[src/text_cell_run_packer_macros.svh]
// Assertion macros shared by the packer RTL.
// Define NO_ASSERTIONS to compile them out.
`ifndef TEXT_CELL_RUN_PACKER_MACROS_SVH
`define TEXT_CELL_RUN_PACKER_MACROS_SVH

`ifndef NO_ASSERTIONS

// expr holds at every clock edge out of reset
`define TCRP_ASSERT_ALWAYS(label, expr) \
    label: assert property (@(posedge clk) disable iff (!rst_n) (expr)) \
        else $error("tcrp: invariant violated");

// cons holds in the same cycle as ante
`define TCRP_ASSERT_IMPLY(label, ante, cons) \
    label: assert property (@(posedge clk) disable iff (!rst_n) (ante) |-> (cons)) \
        else $error("tcrp: implication violated");

// cons holds in the cycle after ante
`define TCRP_ASSERT_NEXT(label, ante, cons) \
    label: assert property (@(posedge clk) disable iff (!rst_n) (ante) |=> (cons)) \
        else $error("tcrp: next-cycle check violated");

`else

`define TCRP_ASSERT_ALWAYS(label, expr)
`define TCRP_ASSERT_IMPLY(label, ante, cons)
`define TCRP_ASSERT_NEXT(label, ante, cons)

`endif

`endif

[src/tcrp_pkg.sv]
package tcrp_pkg;

    // field widths
    localparam int POS_W   = 4;
    localparam int BYTE_W  = 8;
    localparam int COLOR_W = 16;
    localparam int ID_W    = 12;
    localparam int LEN_W   = 4;
    localparam int BASE_W  = 11;

    // character slots in a frame, and the held-count width (0..SLOTS)
    localparam int SLOTS               = 6;
    localparam int CHARS_PER_FRAME_DEF = 6;
    localparam int CNT_W               = 3;

    // identifier composition
    localparam logic [ID_W-1:0]  ID_BASE_MASK    = 12'hF00;
    localparam logic [ID_W-1:0]  ID_COL_MASK     = 12'h0F0;
    localparam logic [ID_W-1:0]  ID_ROW_MASK     = 12'h00F;
    localparam logic [LEN_W-1:0] LEN_COLOR_BYTES = 4'd2;

    // result queue
    localparam int FIFO_DEPTH = 4;
    localparam int PTR_W      = 2;
    localparam int FCNT_W     = 3;

    // register port
    localparam int APB_AW = 3;
    localparam int APB_DW = 32;
    localparam logic [APB_AW-3:0] REG_FRAME_ID_BASE = 1'b0;

    typedef logic [SLOTS-1:0][BYTE_W-1:0] char_slots_t;

    typedef struct packed {
        logic [ID_W-1:0]   id;
        logic [LEN_W-1:0]  length;
        logic [BYTE_W-1:0] fore_byte;
        logic [BYTE_W-1:0] back_byte;
        char_slots_t       chars;
        logic              last;
    } frame_t;

    typedef struct packed {
        logic has_room;   // at least two free entries
        logic not_empty;
    } fifo_stat_t;

    // RGB565 to 3-2-3: R[15:13], G[10:9], B[4:2]
    function automatic logic [BYTE_W-1:0] reduce_color(input logic [COLOR_W-1:0] c);
        return {c[15:13], c[10:9], c[4:2]};
    endfunction

    // assemble a frame, zeroing slots at or above the character count
    function automatic frame_t build_frame(
        input logic [ID_W-1:0]    id,
        input logic [CNT_W-1:0]   cnt,
        input logic [COLOR_W-1:0] fore,
        input logic [COLOR_W-1:0] back,
        input char_slots_t        chars,
        input logic               last
    );
        frame_t f;
        f.id        = id;
        f.length    = LEN_COLOR_BYTES + LEN_W'(cnt);
        f.fore_byte = reduce_color(fore);
        f.back_byte = reduce_color(back);
        for (int i = 0; i < SLOTS; i++) begin
            f.chars[i] = (CNT_W'(i) < cnt) ? chars[i] : '0;
        end
        f.last      = last;
        return f;
    endfunction

endpackage

[src/tcrp_if.sv]
// Text cell channel
interface cell_if;
    logic                           valid;
    logic                           ready;
    logic [tcrp_pkg::POS_W-1:0]     cell_column;
    logic [tcrp_pkg::POS_W-1:0]     cell_row;
    logic [tcrp_pkg::BYTE_W-1:0]    char_code;
    logic [tcrp_pkg::COLOR_W-1:0]   fore_color;
    logic [tcrp_pkg::COLOR_W-1:0]   back_color;
    logic                           end_of_screen;

    modport source (
        output valid, cell_column, cell_row, char_code, fore_color, back_color,
               end_of_screen,
        input  ready
    );
    modport sink (
        input  valid, cell_column, cell_row, char_code, fore_color, back_color,
               end_of_screen,
        output ready
    );
endinterface

// Character frame channel
interface frame_if;
    logic                           valid;
    logic                           ready;
    logic [tcrp_pkg::ID_W-1:0]      frame_id;
    logic [tcrp_pkg::LEN_W-1:0]     frame_length;
    logic [tcrp_pkg::BYTE_W-1:0]    fore_byte;
    logic [tcrp_pkg::BYTE_W-1:0]    back_byte;
    logic [tcrp_pkg::BYTE_W-1:0]    char_0;
    logic [tcrp_pkg::BYTE_W-1:0]    char_1;
    logic [tcrp_pkg::BYTE_W-1:0]    char_2;
    logic [tcrp_pkg::BYTE_W-1:0]    char_3;
    logic [tcrp_pkg::BYTE_W-1:0]    char_4;
    logic [tcrp_pkg::BYTE_W-1:0]    char_5;
    logic                           last_of_run;

    modport source (
        output valid, frame_id, frame_length, fore_byte, back_byte,
               char_0, char_1, char_2, char_3, char_4, char_5, last_of_run,
        input  ready
    );
    modport sink (
        input  valid, frame_id, frame_length, fore_byte, back_byte,
               char_0, char_1, char_2, char_3, char_4, char_5, last_of_run,
        output ready
    );
endinterface

[src/tcrp_frame_fifo.sv]
`include "text_cell_run_packer_macros.svh"

// Small result queue: takes up to two frames a cycle, gives one.
module tcrp_frame_fifo (
    input  logic                  clk,
    input  logic                  rst_n,
    input  logic [1:0]            push_n,
    input  tcrp_pkg::frame_t      push_d0,
    input  tcrp_pkg::frame_t      push_d1,
    input  logic                  pop,
    output tcrp_pkg::frame_t      head,
    output tcrp_pkg::fifo_stat_t  stat
);
    import tcrp_pkg::*;

    frame_t              mem [FIFO_DEPTH];
    logic [PTR_W-1:0]    wr_ptr_reg, wr_ptr_next;
    logic [PTR_W-1:0]    rd_ptr_reg, rd_ptr_next;
    logic [FCNT_W-1:0]   count_reg, count_next;
    logic                do_pop;
    logic [PTR_W-1:0]    wr_ptr_1;

    assign do_pop   = pop && (count_reg != '0);
    assign wr_ptr_1 = wr_ptr_reg + PTR_W'(1);

    // pointer and occupancy update
    always_comb
    begin
        wr_ptr_next = wr_ptr_reg + PTR_W'(push_n);
        rd_ptr_next = do_pop ? rd_ptr_reg + PTR_W'(1) : rd_ptr_reg;
        count_next  = count_reg + FCNT_W'(push_n) - FCNT_W'(do_pop);
    end

    always_ff @(posedge clk or negedge rst_n)
    begin
        if (!rst_n)
        begin
            wr_ptr_reg <= '0;
            rd_ptr_reg <= '0;
            count_reg  <= '0;
        end
        else
        begin
            wr_ptr_reg <= wr_ptr_next;
            rd_ptr_reg <= rd_ptr_next;
            count_reg  <= count_next;
        end
    end

    // storage writes
    always_ff @(posedge clk)
    begin
        if (push_n != 2'd0)
        begin
            mem[wr_ptr_reg] <= push_d0;
        end
        if (push_n == 2'd2)
        begin
            mem[wr_ptr_1] <= push_d1;
        end
    end

    assign head           = mem[rd_ptr_reg];
    assign stat.not_empty = (count_reg != '0);
    assign stat.has_room  = (count_reg <= FCNT_W'(FIFO_DEPTH - 2));

    `TCRP_ASSERT_ALWAYS(a_fifo_bound, count_reg <= FCNT_W'(FIFO_DEPTH))
    `TCRP_ASSERT_IMPLY(a_fifo_push_room, push_n != 2'd0, count_reg <= FCNT_W'(FIFO_DEPTH - 2))

endmodule

[src/text_cell_run_packer.sv]
// text_cell_run_packer
// Packs text cells, taken in scan order on the cell channel, into character
// frames on the frame channel. Cells with equal fore/back colors share a
// frame of up to CHARS_PER_FRAME characters; a color change, a full frame
// or an end-of-screen cell sends the pending frame.
// Throughput: one cell per cycle while the queue has room. Each cell is decided in the cycle it is
// accepted; its frames (zero, one or two) are written into a four-entry
// result queue and, behind any frames already queued, show on the frame
// channel from the next cycle on.
// A cell that sends two frames takes two queue entries; the cell channel is
// held off only while the queue has fewer than two free entries, so with a
// stalled receiver cell ready drops as soon as three frames are waiting.
// Reset clears the pending frame, the queue and frame_id_base. The user must
// write frame_id_base (APB port, address 0) only while idle; not enforced.
module text_cell_run_packer #(
    parameter int CHARS_PER_FRAME = tcrp_pkg::CHARS_PER_FRAME_DEF
) (
    input  logic                         clk,
    input  logic                         rst_n,
    cell_if.sink                         cells,
    frame_if.source                      frame,
    input  logic                         psel,
    input  logic                         penable,
    input  logic                         pwrite,
    input  logic [tcrp_pkg::APB_AW-1:0]  paddr,
    input  logic [tcrp_pkg::APB_DW-1:0]  pwdata,
    output logic [tcrp_pkg::APB_DW-1:0]  prdata,
    output logic                         pready
);
    import tcrp_pkg::*;

    // configuration
    logic [BASE_W-1:0]   base_reg;
    logic                reg_hit;
    logic                cfg_wr;

    // run state
    logic                pending_reg;
    logic [CNT_W-1:0]    held_cnt_reg;
    logic [ID_W-1:0]     held_id_reg;
    logic [COLOR_W-1:0]  held_fore_reg;
    logic [COLOR_W-1:0]  held_back_reg;
    logic [BYTE_W-1:0]   held_chars_reg [CHARS_PER_FRAME];

    // per-cell decision
    logic                acc;
    logic                brk;
    logic                emit_held;
    logic [CNT_W-1:0]    wr_cnt;
    logic [CNT_W-1:0]    cnt_new;
    logic [ID_W-1:0]     new_id;
    logic [ID_W-1:0]     cur_id;
    char_slots_t         held_slots;
    char_slots_t         cur_slots;
    frame_t              frame_held;
    frame_t              frame_cur;

    // queue hookup
    logic [1:0]          push_n;
    frame_t              push_d0;
    frame_t              push_d1;
    frame_t              head;
    fifo_stat_t          fstat;

    // APB register
    assign pready  = 1'b1;
    assign reg_hit = (paddr[APB_AW-1:2] == REG_FRAME_ID_BASE);
    assign cfg_wr  = psel && penable && pwrite && reg_hit;
    assign prdata  = reg_hit ? APB_DW'(base_reg) : '0;

    always_ff @(posedge clk or negedge rst_n)
    begin
        if (!rst_n)
        begin
            base_reg <= '0;
        end
        else if (cfg_wr)
        begin
            base_reg <= pwdata[BASE_W-1:0];
        end
    end

    // run break and write position
    assign acc       = cells.valid && cells.ready;
    assign brk       = !pending_reg
                    || (held_cnt_reg >= CNT_W'(CHARS_PER_FRAME))
                    || (cells.fore_color != held_fore_reg)
                    || (cells.back_color != held_back_reg);
    assign emit_held = brk && pending_reg;
    assign wr_cnt    = brk ? '0 : held_cnt_reg;
    assign cnt_new   = wr_cnt + CNT_W'(1);
    assign new_id    = (ID_W'(base_reg) & ID_BASE_MASK)
                     | ({4'h0, cells.cell_column, 4'h0} & ID_COL_MASK)
                     | (ID_W'(cells.cell_row) & ID_ROW_MASK);
    assign cur_id    = brk ? new_id : held_id_reg;

    // slot views of the held frame and of the frame including this cell
    always_comb
    begin
        held_slots = '0;
        cur_slots  = '0;
        for (int i = 0; i < CHARS_PER_FRAME; i++)
        begin
            held_slots[i] = held_chars_reg[i];
            cur_slots[i]  = (wr_cnt == CNT_W'(i)) ? cells.char_code : held_chars_reg[i];
        end
    end

    // result frames; colors of the current frame equal the cell's
    always_comb
    begin
        frame_held = build_frame(held_id_reg, held_cnt_reg, held_fore_reg,
                                 held_back_reg, held_slots, !cells.end_of_screen);
        frame_cur  = build_frame(cur_id, cnt_new, cells.fore_color,
                                 cells.back_color, cur_slots, 1'b1);
        push_n     = 2'd0;
        push_d0    = frame_held;
        push_d1    = frame_cur;
        if (acc)
        begin
            push_n = 2'(emit_held) + 2'(cells.end_of_screen);
            if (!emit_held)
            begin
                push_d0 = frame_cur;
            end
        end
    end

    // control state
    always_ff @(posedge clk or negedge rst_n)
    begin
        if (!rst_n)
        begin
            pending_reg   <= 1'b0;
            held_cnt_reg  <= '0;
            held_id_reg   <= '0;
            held_fore_reg <= '0;
            held_back_reg <= '0;
        end
        else if (acc)
        begin
            if (brk)
            begin
                held_id_reg   <= new_id;
                held_fore_reg <= cells.fore_color;
                held_back_reg <= cells.back_color;
            end
            if (cells.end_of_screen)
            begin
                pending_reg  <= 1'b0;
                held_cnt_reg <= '0;
            end
            else
            begin
                pending_reg  <= 1'b1;
                held_cnt_reg <= cnt_new;
            end
        end
    end

    // character storage
    always_ff @(posedge clk)
    begin
        for (int i = 0; i < CHARS_PER_FRAME; i++)
        begin
            if (acc && (wr_cnt == CNT_W'(i)))
            begin
                held_chars_reg[i] <= cells.char_code;
            end
        end
    end

    tcrp_frame_fifo u_fifo (
        .clk     (clk),
        .rst_n   (rst_n),
        .push_n  (push_n),
        .push_d0 (push_d0),
        .push_d1 (push_d1),
        .pop     (frame.ready),
        .head    (head),
        .stat    (fstat)
    );

    // channel hookup
    assign cells.ready        = fstat.has_room;
    assign frame.valid        = fstat.not_empty;
    assign frame.frame_id     = head.id;
    assign frame.frame_length = head.length;
    assign frame.fore_byte    = head.fore_byte;
    assign frame.back_byte    = head.back_byte;
    assign frame.char_0       = head.chars[0];
    assign frame.char_1       = head.chars[1];
    assign frame.char_2       = head.chars[2];
    assign frame.char_3       = head.chars[3];
    assign frame.char_4       = head.chars[4];
    assign frame.char_5       = head.chars[5];
    assign frame.last_of_run  = head.last;

    `TCRP_ASSERT_ALWAYS(a_cnt_range, held_cnt_reg <= CNT_W'(CHARS_PER_FRAME))
    `TCRP_ASSERT_IMPLY(a_idle_no_chars, !pending_reg, held_cnt_reg == '0)
    `TCRP_ASSERT_NEXT(a_eos_flush, acc && cells.end_of_screen, !pending_reg)
    `TCRP_ASSERT_NEXT(a_cell_pends, acc && !cells.end_of_screen, pending_reg && held_cnt_reg != '0)

endmodule

[src/flat_wrapper.sv]
// flat-port wrapper written by rule: the top's interface ports become plain ports
module text_cell_run_packer_flat import tcrp_pkg::*;
#(
    parameter int CHARS_PER_FRAME = tcrp_pkg::CHARS_PER_FRAME_DEF
)
  (clk, rst_n, psel, penable, pwrite, paddr, pwdata, prdata, pready, cells_valid, cells_cell_column, cells_cell_row, cells_char_code, cells_fore_color, cells_back_color, cells_end_of_screen, cells_ready, frame_valid, frame_frame_id, frame_frame_length, frame_fore_byte, frame_back_byte, frame_char_0, frame_char_1, frame_char_2, frame_char_3, frame_char_4, frame_char_5, frame_last_of_run, frame_ready);
  cell_if cells_i ();
  frame_if frame_i ();
  input  logic clk;
  input  logic rst_n;
  input  logic psel;
  input  logic penable;
  input  logic pwrite;
  input  logic [tcrp_pkg::APB_AW-1:0] paddr;
  input  logic [tcrp_pkg::APB_DW-1:0] pwdata;
  output logic [tcrp_pkg::APB_DW-1:0] prdata;
  output logic pready;
  input wire logic [$bits(cells_i.valid)-1:0] cells_valid;
  input wire logic [$bits(cells_i.cell_column)-1:0] cells_cell_column;
  input wire logic [$bits(cells_i.cell_row)-1:0] cells_cell_row;
  input wire logic [$bits(cells_i.char_code)-1:0] cells_char_code;
  input wire logic [$bits(cells_i.fore_color)-1:0] cells_fore_color;
  input wire logic [$bits(cells_i.back_color)-1:0] cells_back_color;
  input wire logic [$bits(cells_i.end_of_screen)-1:0] cells_end_of_screen;
  output wire logic [$bits(cells_i.ready)-1:0] cells_ready;
  output wire logic [$bits(frame_i.valid)-1:0] frame_valid;
  output wire logic [$bits(frame_i.frame_id)-1:0] frame_frame_id;
  output wire logic [$bits(frame_i.frame_length)-1:0] frame_frame_length;
  output wire logic [$bits(frame_i.fore_byte)-1:0] frame_fore_byte;
  output wire logic [$bits(frame_i.back_byte)-1:0] frame_back_byte;
  output wire logic [$bits(frame_i.char_0)-1:0] frame_char_0;
  output wire logic [$bits(frame_i.char_1)-1:0] frame_char_1;
  output wire logic [$bits(frame_i.char_2)-1:0] frame_char_2;
  output wire logic [$bits(frame_i.char_3)-1:0] frame_char_3;
  output wire logic [$bits(frame_i.char_4)-1:0] frame_char_4;
  output wire logic [$bits(frame_i.char_5)-1:0] frame_char_5;
  output wire logic [$bits(frame_i.last_of_run)-1:0] frame_last_of_run;
  input wire logic [$bits(frame_i.ready)-1:0] frame_ready;
  assign cells_i.valid = cells_valid;
  assign cells_i.cell_column = cells_cell_column;
  assign cells_i.cell_row = cells_cell_row;
  assign cells_i.char_code = cells_char_code;
  assign cells_i.fore_color = cells_fore_color;
  assign cells_i.back_color = cells_back_color;
  assign cells_i.end_of_screen = cells_end_of_screen;
  assign cells_ready = cells_i.ready;
  assign frame_valid = frame_i.valid;
  assign frame_frame_id = frame_i.frame_id;
  assign frame_frame_length = frame_i.frame_length;
  assign frame_fore_byte = frame_i.fore_byte;
  assign frame_back_byte = frame_i.back_byte;
  assign frame_char_0 = frame_i.char_0;
  assign frame_char_1 = frame_i.char_1;
  assign frame_char_2 = frame_i.char_2;
  assign frame_char_3 = frame_i.char_3;
  assign frame_char_4 = frame_i.char_4;
  assign frame_char_5 = frame_i.char_5;
  assign frame_last_of_run = frame_i.last_of_run;
  assign frame_i.ready = frame_ready;
  text_cell_run_packer #(.CHARS_PER_FRAME(CHARS_PER_FRAME)) u_core (.clk(clk), .rst_n(rst_n), .cells(cells_i), .frame(frame_i), .psel(psel), .penable(penable), .pwrite(pwrite), .paddr(paddr), .pwdata(pwdata), .prdata(prdata), .pready(pready));
endmodule
[config.mk]
export PLATFORM = sky130hd
export DESIGN_NAME = text_cell_run_packer_flat
export DESIGN_NICKNAME = d
export VERILOG_FILES = /design/src/tcrp_pkg.sv /design/src/tcrp_if.sv /design/src/tcrp_frame_fifo.sv /design/src/text_cell_run_packer.sv /design/src/flat_wrapper.sv
export VERILOG_INCLUDE_DIRS = /design/src /design/src/src
export SDC_FILE = /design/constraint.sdc
export NUM_CORES = 1
export LEC_CHECK = 0
export BUFFER_PORTS_ARGS = -buffer_cell sky130_fd_sc_hd__buf_2
export CAP_MARGIN = 20
export CORE_MARGIN = 2
export CORE_UTILIZATION = 30
export DETAILED_ROUTE_END_ITERATION = 12
export PLACE_DENSITY = 0.58
export SYNTH_ARGS = -nofsm -noshare
export SYNTH_HDL_FRONTEND = slang
export SYNTH_SLANG_ARGS = --single-unit
[constraint.sdc]
create_clock -name clk -period 6.8 [get_ports clk]
set_input_delay 1.36 -clock clk [delete_from_list [all_inputs] [get_ports clk]]
set_output_delay 1.36 -clock clk [all_outputs]
set_load 0.005 [all_outputs]
# --- Word level (Yosys, flattened, before mapping) ---
# Memories as Yosys holds them, arrays and structs flattened.
# Index checks and enable logic that the tools add are counted.
totals:
  inputBits: 91
  n_memories: 2
  wordCells: 128
  out_inout_bits: 116
  reg_bits: 66
  ramBits: 372
memory_table:
  columns: ["memory", "words", "width", "rd", "rd_clocked_by_memory_dff", "write_ports", "line_no", "rtl"]
  rows:
  - ["u_core.u_fifo.mem", 4, 81, 1, 0, 2, "tcrp_frame_fifo.sv:16", "frame_t mem [FIFO_DEPTH];"]
  - ["u_core.held_chars_reg", 6, 8, 6, 0, 1, "text_cell_run_packer.sv:43", "logic [BYTE_W-1:0] held_chars_reg [CHARS_PER_FRAME];"]
classes:
  addsub: 9
  mux: 57
  n_reduce_logical: 26
  n_eq_ne: 8
  bitwise_logic: 3
  order_cmp: 14
op_table:
  columns: ["operator", "count"]
  rows:
  - ["$mux 8", 23]
  - ["$mux 81", 2]
  - ["$reduce_or 8->1", 5]
  - ["$ne 16x16->1", 2]
  - ["$mux 1", 22]
  - ["$mux 3", 7]
  - ["$logic_and 1x1->1", 12]
  - ["$lt 1x3->1 const A", 4]
  - ["$lt 2x3->1 const A", 4]
  - ["$lt 3x3->1 const A", 4]
  - ["$mux 12", 1]
  - ["$or 12x4->12", 1]
  - ["$mux 11", 1]
  - ["$or 11x8->11", 1]
  - ["$add 2x3->4 const A", 2]
  - ["$eq 3x2->1 const B", 2]
  - ["$eq 3x3->1 const B", 2]
  - ["$add 2x1->2 const B", 2]
  - ["$add 3x1->3 const B", 1]
  - ["$add 3x2->3", 1]
  - ["$eq 3x1->1 const B", 1]
  - ["$ge 3x3->1 const B", 1]
  - ["$le 3x2->1 const B", 1]
  - ["$logic_not 3->1", 1]
  - ["other kinds (11)", 14]

# --- Longest topological paths before layout ---
# Gate-level depths: netlist of run 1.
logic_depth:
  word_depth: 15
  mapped_depth: 20
  mapped_depth_nobuf: 17

# --- By module ---
# From an unflattened synthesis of run 1, not the netlist that was laid out.
hier_totals:
  cells_unflattened: 1466
  hier_area_um2: 22788.1
by_module_without_submodules:
  columns: ["module", "area_each_um2", "seq_area_each_um2", "n_inst", "cells_per_inst"]
  rows:
  - ["tcrp_frame_fifo", 16087.9, 9904.5, 1, 827]
  - ["text_cell_run_packer", 6700.2, 2917.8, 1, 639]

# --- Worst setup path after synthesis of run 1 ---
# OpenSTA, ideal clock, no wires.
synth_timing:
  path_kind: "input-to-reg"
  startpoint: "input cells_back_color[13]"
  endpoint: "memory u_core.u_fifo.mem[0][71] (netlist name), data pin"
  arrival_time_ns: 6.280
  setup_time_ns: 0.256
  path_stages: 16
  n_path_buf: 4
  setup_slack_ns: 0.264
  required_ns: 6.544
  cell_sequence: "xor2_1 -> nor4_2 -> nand3_1 -> or3_1 -> buf_4 -> nand2_8 -> inv_6 -> buf_2 -> ha_1 -> o21ai_0 -> or3_1 -> clkbuf_1 -> nand2_1 -> a22o_1 -> clkbuf_1 -> a22o_1"
synth_rtl:
  columns: ["item", "line_no", "rtl"]
  rows:
  - ["start: declaration", "flat_wrapper.sv:23", "input wire logic [$bits(cells_i.back_color)-1:0] cells_back_color;"]
  - ["end: declaration", "tcrp_frame_fifo.sv:16", null]

==> results of run 1 <==
## per-layer routing
metal | GRT usage, % | up-vias | routed length [µm]
met5 | 0 | - | 64
met4 | 4.783 | 10 | 1682
met3 | 3.789 | 124 | 5228
met2 | 27.77 | 657 | 29260
met1 | 21.78 | 6823 | 24030
li1 | - | 5820 | -
## how the worst max path moves through the flow
stage / from / endpoint / slack, ns / cells after the start
after CTS: u_core.held_cnt_reg[2] / u_core.u_fifo.mem[0][40] / 1.25 / 19
after detailed placement: cells_back_color[2] / u_core.u_fifo.mem[0][40] / 0.76 / 20
after global placement: cells_back_color[2] / u_core.u_fifo.mem[0][39] / 0.78 / 20
after floorplan: cells_back_color[13] / u_core.u_fifo.mem[0][71] / 0.26 / 16
final: u_core.held_cnt_reg[2] / u_core.u_fifo.mem[0][40] / 1.16 / 19
after global routing: u_core.held_cnt_reg[2] / u_core.u_fifo.mem[0][37] / 0.86 / 19
## cell families after synthesis
| logic type | share of synthesized area [%] |
|---|---|
| other | 0.03638 |
| adder cells (fa/ha/maj) | 1.127 |
| buffers and inverters | 3.249 |
| XOR/XNOR | 1.612 |
| flip-flops | 61.92 |
| multiplexers | 13.04 |
| AND/OR/NAND/NOR | 4.528 |
| AO/OA/AOI/OAI | 14.49 |
## area by class of cell
| cell class | count | area share, % |
|---|---|---|
| inverter | 32 | 0.5244 |
| tap | 882 | 4.625 |
| clock buffer | 72 | 5.443 |
| multi-input combinational | 799 | 30.61 |
| sequential | 438 | 53.60 |
| timing repair buffer | 198 | 4.845 |
| antenna | 1 | 0.01049 |
| clock inverter | 13 | 0.3461 |
## where the power goes
group / internal (mW) / switching [mW]
Combinational: 1.13 / 1.33
Sequential: 3.36 / 0.379
Clock: 1.31 / 1.05
Total: 5.80 / 2.76
## stage by stage
step                      util [%]  hold WS [ns]  area, µm²  worst slack (ns)
after floorplan                  -        0.4486      20720            0.2638
after global placement       32.85        0.4663      22450            0.7830
after detailed placement     32.85        0.4718      22450            0.7570
after CTS                    34.87        0.4861      23830             1.250
after global routing         34.91        0.5192      23860            0.8583
final                        34.91        0.4892      23860             1.162
## synth_stat cells, types with 22 or more instances
| cell | instances |
|---|---|
| mux4_2 | 81 |
| clkbuf_1 | 55 |
| dfrtp_1 | 66 |
| nand2_1 | 97 |
| buf_2 | 22 |
| buf_4 | 23 |
| a22o_1 | 152 |
| edfxtp_1 | 368 |
| o2bb2ai_1 | 56 |
| mux2_2 | 70 |
| xor2_1 | 33 |
| inv_1 | 29 |
| o22ai_1 | 108 |
## critical path, delay by kind of cell (launching register included)
family	cells	cell delay [ns]
buffers and inverters	4	0.68
flip-flops	1	0.67
AO/OA/AOI/OAI	5	1.11
adder cells (fa/ha/maj)	3	1.16
AND/OR/NAND/NOR	7	1.73
==> flow_summary.toml, run 1 <==
[global_routing]
grt_pass1_wl_mm = 87.94
overflow = 0
grt_max_degree = 81
antenna_found_initial = 8
grt_pass1_vias = 13650
gr-usage-all-layers_pct = 16.69

[worst_setup_path]
r2r_start = "u_core.held_cnt_reg[2]"
crit_type = "flip-flop to flip-flop"
arrival_ns = 5.93
slowest_stage = "dfrtp_1"
critical_path.max_fanout = 16
critical_path.startpoint_type = "flip-flop"
crit_path_frequent_cell = "ha_1"
worstReg2RegEnd = "u_core.u_fifo.mem[0][40]"
end_kind = "flip-flop"
slowest_delay_ns = 0.67
crit_required_ns = 7.09
crit_path_cell_trace = "ha_1 -> nor3_1 -> and4_1 -> and3_1 -> and2_1 -> inv_1 -> nor2_1 -> ha_1 -> clkinv_1 -> buf_4 -> ha_1 -> nand2_1 -> o31ai_1 -> nor4b_1 -> a41oi_1 -> o21ai_0 -> a2bb2oi_1 -> buf_4 -> o22ai_1"
r2r_cells = 19
reg2reg_slack_ns = 1.16

[routing]
antenna_left = 0
drtPass1Iterations = 5
wl_mm = 60.26
viasPerCell = 5.517
avgRoutedWirePerCell_um = 24.75
first_iter_violations = 1280
num_vias = 13430
post-route-drc-count = 0

[logic_synthesis]
yosysTopAreaCell = "edfxtp_1"
synth_flop_cell = "edfxtp_1"
syn_area_um2 = 20640
synth_edf_count = 368
synth_warnings = 0
synth.yosys.seq_area_share_pct = 61.92
yosys_register_bits = 438
synthTopCellsByArea = "edfxtp_1 (54%), mux4_2 (8.8%), dfrtp_1 (8.0%)"
synth_top_area_share_pct = 53.53
synth_area_per_cell_um2 = 15.13
yosysUniqueCellTypes = 60
syn_inst = 1364
synth-async-reset-ratio_pct = 15.07

[placement]
post-place-cells = 2348
port_buffers = 161
hpwl_mm = 35.78
place_congestion = 0.7810

[cells_and_area]
area_growth_pct = 15.59
multi_input_area_um2 = 7303
fillers = 6503
stdcell_count = 2435
final_layout_size_suffix_gt1_share_pct = 28.03
layout_common_cells = "edfxtp_1 (368), buf_2 (160), a22o_1 (152), o22ai_1 (108), nand2_1 (93)"
largest_register_ffs = 324
nNetsFinal = 1624
final_common_cell = "edfxtp_1"
seq_area_um2 = 12790

[floorplan]
die_area_um2 = 70930
rows = 96
ios = 207
start_util_pct = 30.20
die_h_um = 266.3
die_x_um = 266.3
core_area_um2 = 68350

[status]
outcome = "complete, no violations"

[clocking]
clk_pin_slew_ns = 0.06
post_cts_buffers = 0
cts_tree = "done"
cts_buffers = 46
cts_max_level = 2
cts_root_buffer = "clkbuf_16"
clock_sinks = 438
cts_hold_buf = 0
clockBufferDepth = 3
post_cts_resized = 0
worstSkewPairLatency_ns = 0.58

[sta]
max_slew.worst_pin.slew_ns = 1.067
rsz0062_at_grt = "false"
setup-tns-final_ns = 0
clock-skew-final_ns = 0.02337
fin_crit_ns = 5.638
hold_violations = 0
clock.fmax_ghz = 0.1774
finalMaxSlewViolations = 0
final-setup-viol-count = 0
finalCritPeriodShare_pct = 82.91
relSlewSlack_pct = 28.90

[worst_hold_path]
hp-start = "u_core.u_fifo.mem[2][0]"
min_delay_worst_endpoint = "u_core.u_fifo.mem[2][0]"
whs_path_depth = 2
hold_class = "flip-flop to flip-flop"

[power_and_ir_drop]
leakage_nw = 8.087
p_per_area_nw_per_um2 = 358.6
ir_drop_uv = 216.4
p_total_mw = 8.557

[flow_run]
maxCapViolCount = 0
Power figures use the tool's default switching activity.
==> run 2, diff against run 1 <==
--- a/config.mk
+++ b/config.mk
@@ -6,12 +6,13 @@
 export SDC_FILE = /design/constraint.sdc
 export NUM_CORES = 1
 export LEC_CHECK = 0
+export ABC_AREA = 1
 export BUFFER_PORTS_ARGS = -buffer_cell sky130_fd_sc_hd__buf_2
 export CAP_MARGIN = 20
 export CORE_MARGIN = 2
 export CORE_UTILIZATION = 30
 export DETAILED_ROUTE_END_ITERATION = 12
-export PLACE_DENSITY = 0.58
+export PLACE_DENSITY = 0.6
 export SYNTH_ARGS = -nofsm -noshare
 export SYNTH_HDL_FRONTEND = slang
 export SYNTH_SLANG_ARGS = --single-unit
==> constraint.sdc (replaced) <==
create_clock -name clk -period 5.1 [get_ports clk]
set_input_delay 1.02 -clock clk [delete_from_list [all_inputs] [get_ports clk]]
set_output_delay 1.02 -clock clk [all_outputs]
set_load 0.005 [all_outputs]
==> run 2 against run 1 <==
Critical path depth grew 2; setup slack worse by 0.42 ns; via count is 43% higher; sequential share of layout area down 4.8 points; clock-buffer cell count down 17; die area rose by 11%; final area rose by 9.8%; global-route usage is 1.3 points higher; sequential cell count did not move; wire length grew 20%.
==> flow_summary.toml, run 2 <==
[placement]
hpwl_mm = 44.10
post-place-cells = 3655
place_congestion = 0.8430
port_buffers = 161
place_ws_ns = 0.4933
dpl_cell_area_um2 = 24750

[logic_synthesis]
syn_inst = 2629
synth_edf_count = 368
synthTopCellsByArea = "edfxtp_1 (48%), nand2_1 (13%), dfrtp_1 (7.2%)"
yosysUniqueCellTypes = 47
synth_area_per_cell_um2 = 8.694
yosys_register_bits = 438
synth.yosys.seq_area_share_pct = 55.93
synth_flop_cell = "edfxtp_1"
syn_area_um2 = 22860
yosysTopAreaCell = "edfxtp_1"
synth_top_area_share_pct = 48.35
synth_top_cells_by_count = "nand2_1 (765), edfxtp_1 (368), o21ai_0 (256), nor2_1 (237), o22ai_1 (236)"
synth-async-reset-ratio_pct = 15.07
yosysMostFrequentCell = "nand2_1"
synth_warnings = 0

[sta]
clock.fmax_ghz = 0.2292
finalCritPeriodShare_pct = 85.53
whs_ns = 0.4760
clock-skew-final_ns = 0.02445
setup-tns-final_ns = 0
relSlewSlack_pct = 28.75
final-setup-viol-count = 0
hold_violations = 0
max_slew.worst_pin.slew_ns = 1.069
finalMaxSlewViolations = 0
rsz0062_at_grt = "false"
fin_crit_ns = 4.362
layout_setup_ws_ns = 0.7377

[clocking]
worstSkewPairLatency_ns = 0.58
cts_tree = "done"
clk_pin_slew_ns = 0.06
clockBufferDepth = 3
post_cts_resized = 0
post_cts_buffers = 0
clock_sinks = 438
cts_max_level = 2
cts_root_buffer = "clkbuf_16"
cts_buffers = 44
cts_hold_buf = 0

[worst_setup_path]
crit_path_cell_trace = "ha_1 -> nor2_1 -> nand2_1 -> nor4_1 -> and3_1 -> inv_1 -> nor2_1 -> buf_4 -> inv_1 -> nor2_1 -> inv_1 -> ha_1 -> inv_1 -> ha_1 -> inv_1 -> o21ai_4 -> inv_2 -> nand3_1 -> nand2_1 -> nand2_1 -> nand2_1"
worst-path-buf-inv = 7
reg2reg_slack_ns = 0.74
crit_family = "simple AND/OR/NAND/NOR gates"
arrival_ns = 4.68
end_kind = "flip-flop"
crit_path_frequent_cell = "inv_1"
critical_path.startpoint_type = "flip-flop"
worstReg2RegEnd = "u_core.u_fifo.mem[1][19]"
critical_path.max_fanout = 9
r2r_cells = 21
slowest_stage = "nor2_1"
slowest_delay_ns = 0.40
crit_type = "flip-flop to flip-flop"
r2r_start = "u_core.held_cnt_reg[1]"
crit_required_ns = 5.42

[floorplan]
rows = 101
ios = 207
die_h_um = 280.0
core_area_um2 = 75700
die_area_um2 = 78410
start_util_pct = 30.19
die_x_um = 280.0

[cells_and_area]
final_common_cell = "nand2_1"
stdcell_count = 3736
nNetsFinal = 2832
final_layout_size_suffix_gt1_share_pct = 12.88
area_growth_pct = 14.62
stdcell_area_um2 = 26200
layout_common_cells = "nand2_1 (755), edfxtp_1 (368), o21ai_0 (256), nor2_1 (236), o22ai_1 (236)"
largest_register_ffs = 324

[routing]
drtPass1Iterations = 6
antenna_left = 0
wl_mm = 72.10
first_iter_violations = 1483
num_vias = 19260
viasPerCell = 5.156
post-route-drc-count = 0
avgRoutedWirePerCell_um = 19.30

[global_routing]
grt_pass1_vias = 18300
grt_max_degree = 82
antenna_found_initial = 10
grt_pass1_wl_mm = 108.5
overflow = 0
gr-usage-all-layers_pct = 17.96

[worst_hold_path]
min_delay_worst_endpoint = "u_core.u_fifo.mem[2][0]"
hold_class = "flip-flop to flip-flop"
whs_path_depth = 2
hp-start = "u_core.u_fifo.mem[2][0]"

[power_and_ir_drop]
ir_drop_uv = 370.9
leakage_nw = 10.71
p_per_area_nw_per_um2 = 479.5

[flow_run]
maxCapViolCount = 0

[status]
outcome = "complete, no violations"
[run 2: cell type report]
class,instances,area [µm²]
clock buffers,55,1205
diodes,1,2.502
inverters,182,686.9
repair buffers,217,1354
flip-flops and latches,438,12790
multi-input cells,1840,8700
fillers,7711,49500
well taps,978,1224
clock inverters,25,239.0
[run 2: worst register-to-register path, stage by stage (launching register included)]
cell and delay [ns]:
dfrtp_1 0.38, ha_1 0.30, nor2_1 0.40, nand2_1 0.09, nor4_1 0.33, and3_1 0.20
inv_1 0.04, nor2_1 0.11, buf_4 0.17, inv_1 0.06, nor2_1 0.14, inv_1 0.06
ha_1 0.36, inv_1 0.28, ha_1 0.22, inv_1 0.07, o21ai_4 0.35, inv_2 0.17
nand3_1 0.11, nand2_1 0.11, nand2_1 0.08, nand2_1 0.06
[run 2: per-layer routing]
metal  vias up  share of wire, %  wire [µm]  GRT usage [%]
li1       9230                 -          -              -
met3       181               6.7       4832          2.573
met1      9041                41      29610          22.65
met4        12               3.6       2571          7.569
met2       797                49      34990          30.73
met5         -              0.11         82              0
[run 2: how the worst max path moves through the flow]
stage | from | end | slack (ns) | cells after the start
after floorplan | cells_back_color[3] | u_core.u_fifo.mem[3][10] | 0.03 | 19
after global placement | cells_fore_color[3] | u_core.u_fifo.mem[1][6] | 0.56 | 20
after detailed placement | cells_fore_color[4] | u_core.u_fifo.mem[1][6] | 0.49 | 18
after CTS | u_core.held_cnt_reg[1] | u_core.u_fifo.mem[1][19] | 0.75 | 21
after global routing | u_core.held_cnt_reg[1] | u_core.u_fifo.mem[2][39] | 0.25 | 22
final | u_core.held_cnt_reg[1] | u_core.u_fifo.mem[1][19] | 0.74 | 21
[run 2: kinds of logic (layout without fill, tap and decap cells)]
group                      count (synthesis)  count (layout)  share of synthesized area (%)
and+or+nand+nor                         1218            1218                          21.77
AOI/OAI and AO/OA                        572             572                          14.26
DFF                                      438             438                          55.93
buffers and inverters                    371             479                          6.613
adders and majority gates                 18              18                          1.018
xor gates and xnor gates                  10              10                         0.3832
other                                      2              23                        0.03286
[run 2: through the flow]
stage / power, mW / util (%)
final: 12.56 / 34.61
after global routing: 13.27 / 34.61
after detailed placement: 9.378 / 32.70
after global placement: 9.329 / 32.70
after floorplan: 7.425 / -
after CTS: 12.66 / 34.61
[run 2: where the power goes]
part           switching, mW  internal, mW  total (mW)
Sequential             0.320          4.50        4.82
Combinational           3.08          1.37        4.45
Clock                   1.42          1.88        3.30
==> run 3, diff against run 2 <==
--- a/config.mk
+++ b/config.mk
@@ -11,8 +11,9 @@
 export CAP_MARGIN = 20
 export CORE_MARGIN = 2
 export CORE_UTILIZATION = 30
+export CTS_CLUSTER_SIZE = 30
 export DETAILED_ROUTE_END_ITERATION = 12
-export PLACE_DENSITY = 0.6
+export PLACE_DENSITY = 0.58
 export SYNTH_ARGS = -nofsm -noshare
 export SYNTH_HDL_FRONTEND = slang
 export SYNTH_SLANG_ARGS = --single-unit
==> constraint.sdc (replaced) <==
create_clock -name clk -period 5.17 [get_ports clk]
set_input_delay 1.034 -clock clk [delete_from_list [all_inputs] [get_ports clk]]
set_output_delay 1.034 -clock clk [all_outputs]
set_load 0.005 [all_outputs]
==> run 3 against run 2 <==
Sequential cell count unchanged; total power up 0.70%; final area up 0.48%; cell count up 0.11%; worst hold slack better by 0.00064 ns; maximum frequency down 0.12%; first-iteration DRC count up 5.3%; clock-buffer cell count up 2; register-to-register slack better by 0.06 ns; non-clock buffer count unchanged; critical endpoint is now u_core.u_fifo.mem[3][19]; largest cell class unchanged; largest power group unchanged.
==> flow_summary.toml, run 3 (synthesis results as in run 2) <==
[status]
outcome = "complete, no violations"

[clocking]
clk_pin_slew_ns = 0.06
post_cts_buffers = 0
cts_buffers = 45
worstSkewPairLatency_ns = 0.59
cts_hold_buf = 0
post_cts_resized = 0
clock_sinks = 438
clockBufferDepth = 3
cts_max_level = 2
cts_tree = "done"
cts_root_buffer = "clkbuf_16"

[worst_setup_path]
critical_path.startpoint_type = "flip-flop"
r2r_start = "u_core.held_cnt_reg[1]"
crit_type = "flip-flop to flip-flop"
reg2reg_slack_ns = 0.80
end_kind = "flip-flop"
arrival_ns = 4.69
r2r_cells = 21
critical_path.max_fanout = 9
worstReg2RegEnd = "u_core.u_fifo.mem[3][19]"
startpoint = "u_core.held_cnt_reg[1]"
crit_required_ns = 5.49

[flow_run]
maxCapViolCount = 0

[worst_hold_path]
min_delay_worst_endpoint = "u_core.u_fifo.mem[1][0]"
whs_path_depth = 2
hp-start = "u_core.u_fifo.mem[1][0]"
hold_class = "flip-flop to flip-flop"

[routing]
first_iter_violations = 1561
drtPass1Iterations = 5
avgRoutedWirePerCell_um = 19.70
wl_mm = 73.70
antenna_left = 0
num_vias = 19300
viasPerCell = 5.160
post-route-drc-count = 0

[sta]
finalMaxSlewViolations = 0
clock.fmax_ghz = 0.2290
relSlewSlack_pct = 27.79
finalCritPeriodShare_pct = 84.48
max_slew.worst_pin.slew_ns = 1.083
clock-skew-final_ns = 0.02889
setup-tns-final_ns = 0
fin_crit_ns = 4.367
final-setup-viol-count = 0
hold_violations = 0
rsz0062_at_grt = "false"

[placement]
post-place-cells = 3655
place_congestion = 0.8551
hpwl_mm = 44.45
port_buffers = 161

[floorplan]
die_area_um2 = 78410
die_h_um = 280.0
start_util_pct = 30.19
rows = 101
die_x_um = 280.0
ios = 207
core_area_um2 = 75700

[global_routing]
gr-usage-all-layers_pct = 18.51
grt_pass1_wl_mm = 111.8
antenna_found_initial = 10
overflow = 0
grt_max_degree = 85
grt_pass1_vias = 18470

[power_and_ir_drop]
switchingPower_mw = 4.813
comb_power_share_pct = 35.9
swShare_pct = 38.05
p_seq_share_pct = 36.8
internal-power_mw = 7.836
leakage_nw = 10.79
ir_drop_uv = 351.2
p_per_area_nw_per_um2 = 480.5
pwr-share-clk_pct = 27.3

[cells_and_area]
utilization_pct = 34.78
nNetsFinal = 2833
fillers = 7639
largest_register_ffs = 324
stdcell_count = 3740
area_growth_pct = 15.17
final_layout_size_suffix_gt1_share_pct = 13.15
layout_common_cells = "nand2_1 (755), edfxtp_1 (368), o21ai_0 (256), nor2_1 (236), o22ai_1 (236)"
final_common_cell = "nand2_1"
## run 3: cell count changes in the layout (fill, tap and decap cells not counted), sizes merged
cell | previous run | this run
bufinv | 4 | 6
clkbuf | 55 | 57
clkinv | 23 | 24
clkinvlp | 5 | 2
diode | 1 | 2
inv | 175 | 176
## run 3: worst max-delay path, stage by stage (launching register included)
cell     delay (ns)
dfrtp_1        0.39
ha_1           0.30
nor2_1         0.38
nand2_1        0.11
nor4_1         0.34
and3_1         0.21
inv_1          0.04
nor2_1         0.10
buf_4          0.18
inv_1          0.07
nor2_1         0.13
inv_1          0.06
ha_1           0.36
inv_1          0.26
ha_1           0.20
inv_1          0.06
o21ai_4        0.36
inv_2          0.17
nand3_1        0.10
nand2_1        0.12
nand2_1        0.09
nand2_1        0.06
## run 3: final cells by class
type / instances / area (µm²) / area share, %
Sequential cell: 438 / 12790 / 48.58
Multi-Input combinational cell: 1840 / 8700 / 33.05
Timing Repair Buffer: 217 / 1376 / 5.228
Clock buffer: 57 / 1254 / 4.763
Tap cell: 978 / 1224 / 4.648
Inverter: 182 / 686.9 / 2.609
Clock inverter: 26 / 291.5 / 1.107
Antenna cell: 2 / 5.005 / 0.01901
## run 3: how the worst max path moves through the flow
stage | end | slack (ns)
finish | u_core.u_fifo.mem[3][19] | 0.80
global route | u_core.u_fifo.mem[3][39] | 0.46
CTS | u_core.u_fifo.mem[2][19] | 0.88
detailed placement | u_core.u_fifo.mem[3][6] | 0.53
global placement | u_core.u_fifo.mem[3][6] | 0.54
floorplan | u_core.u_fifo.mem[3][10] | 0.08
## run 3: metal layers
metal	vias up	share of wire (%)	GRT usage (%)
met1	9185	41	23.61
met4	12	2.6	5.923
li1	9214	-	-
met5	-	0.094	0
met3	152	7.7	3.622
met2	734	48	31.48
## run 3: per-stage QoR
stage          hold WS (ns)  total power [mW]  setup WS [ns]  area, µm²
6_report             0.4767             12.65         0.8026      26320
5_1_grt              0.4959             13.36         0.4634      26320
4_1_cts              0.4744             12.72         0.8827      26320
3_5_place_dp         0.4579             9.290         0.5329      24770
3_3_place_gp         0.4533             9.249         0.5449      24770
2_1_floorplan        0.4408             7.325        0.08284      22930
## run 3: power by group through the flow
stage,clock network [mW],registers [mW],logic [mW]
floorplan,0,4.69,2.64
global placement,0,4.71,4.54
detailed placement,0,4.72,4.57
CTS,3.48,4.65,4.59
global route,3.62,4.70,5.03
finish,3.45,4.65,4.54
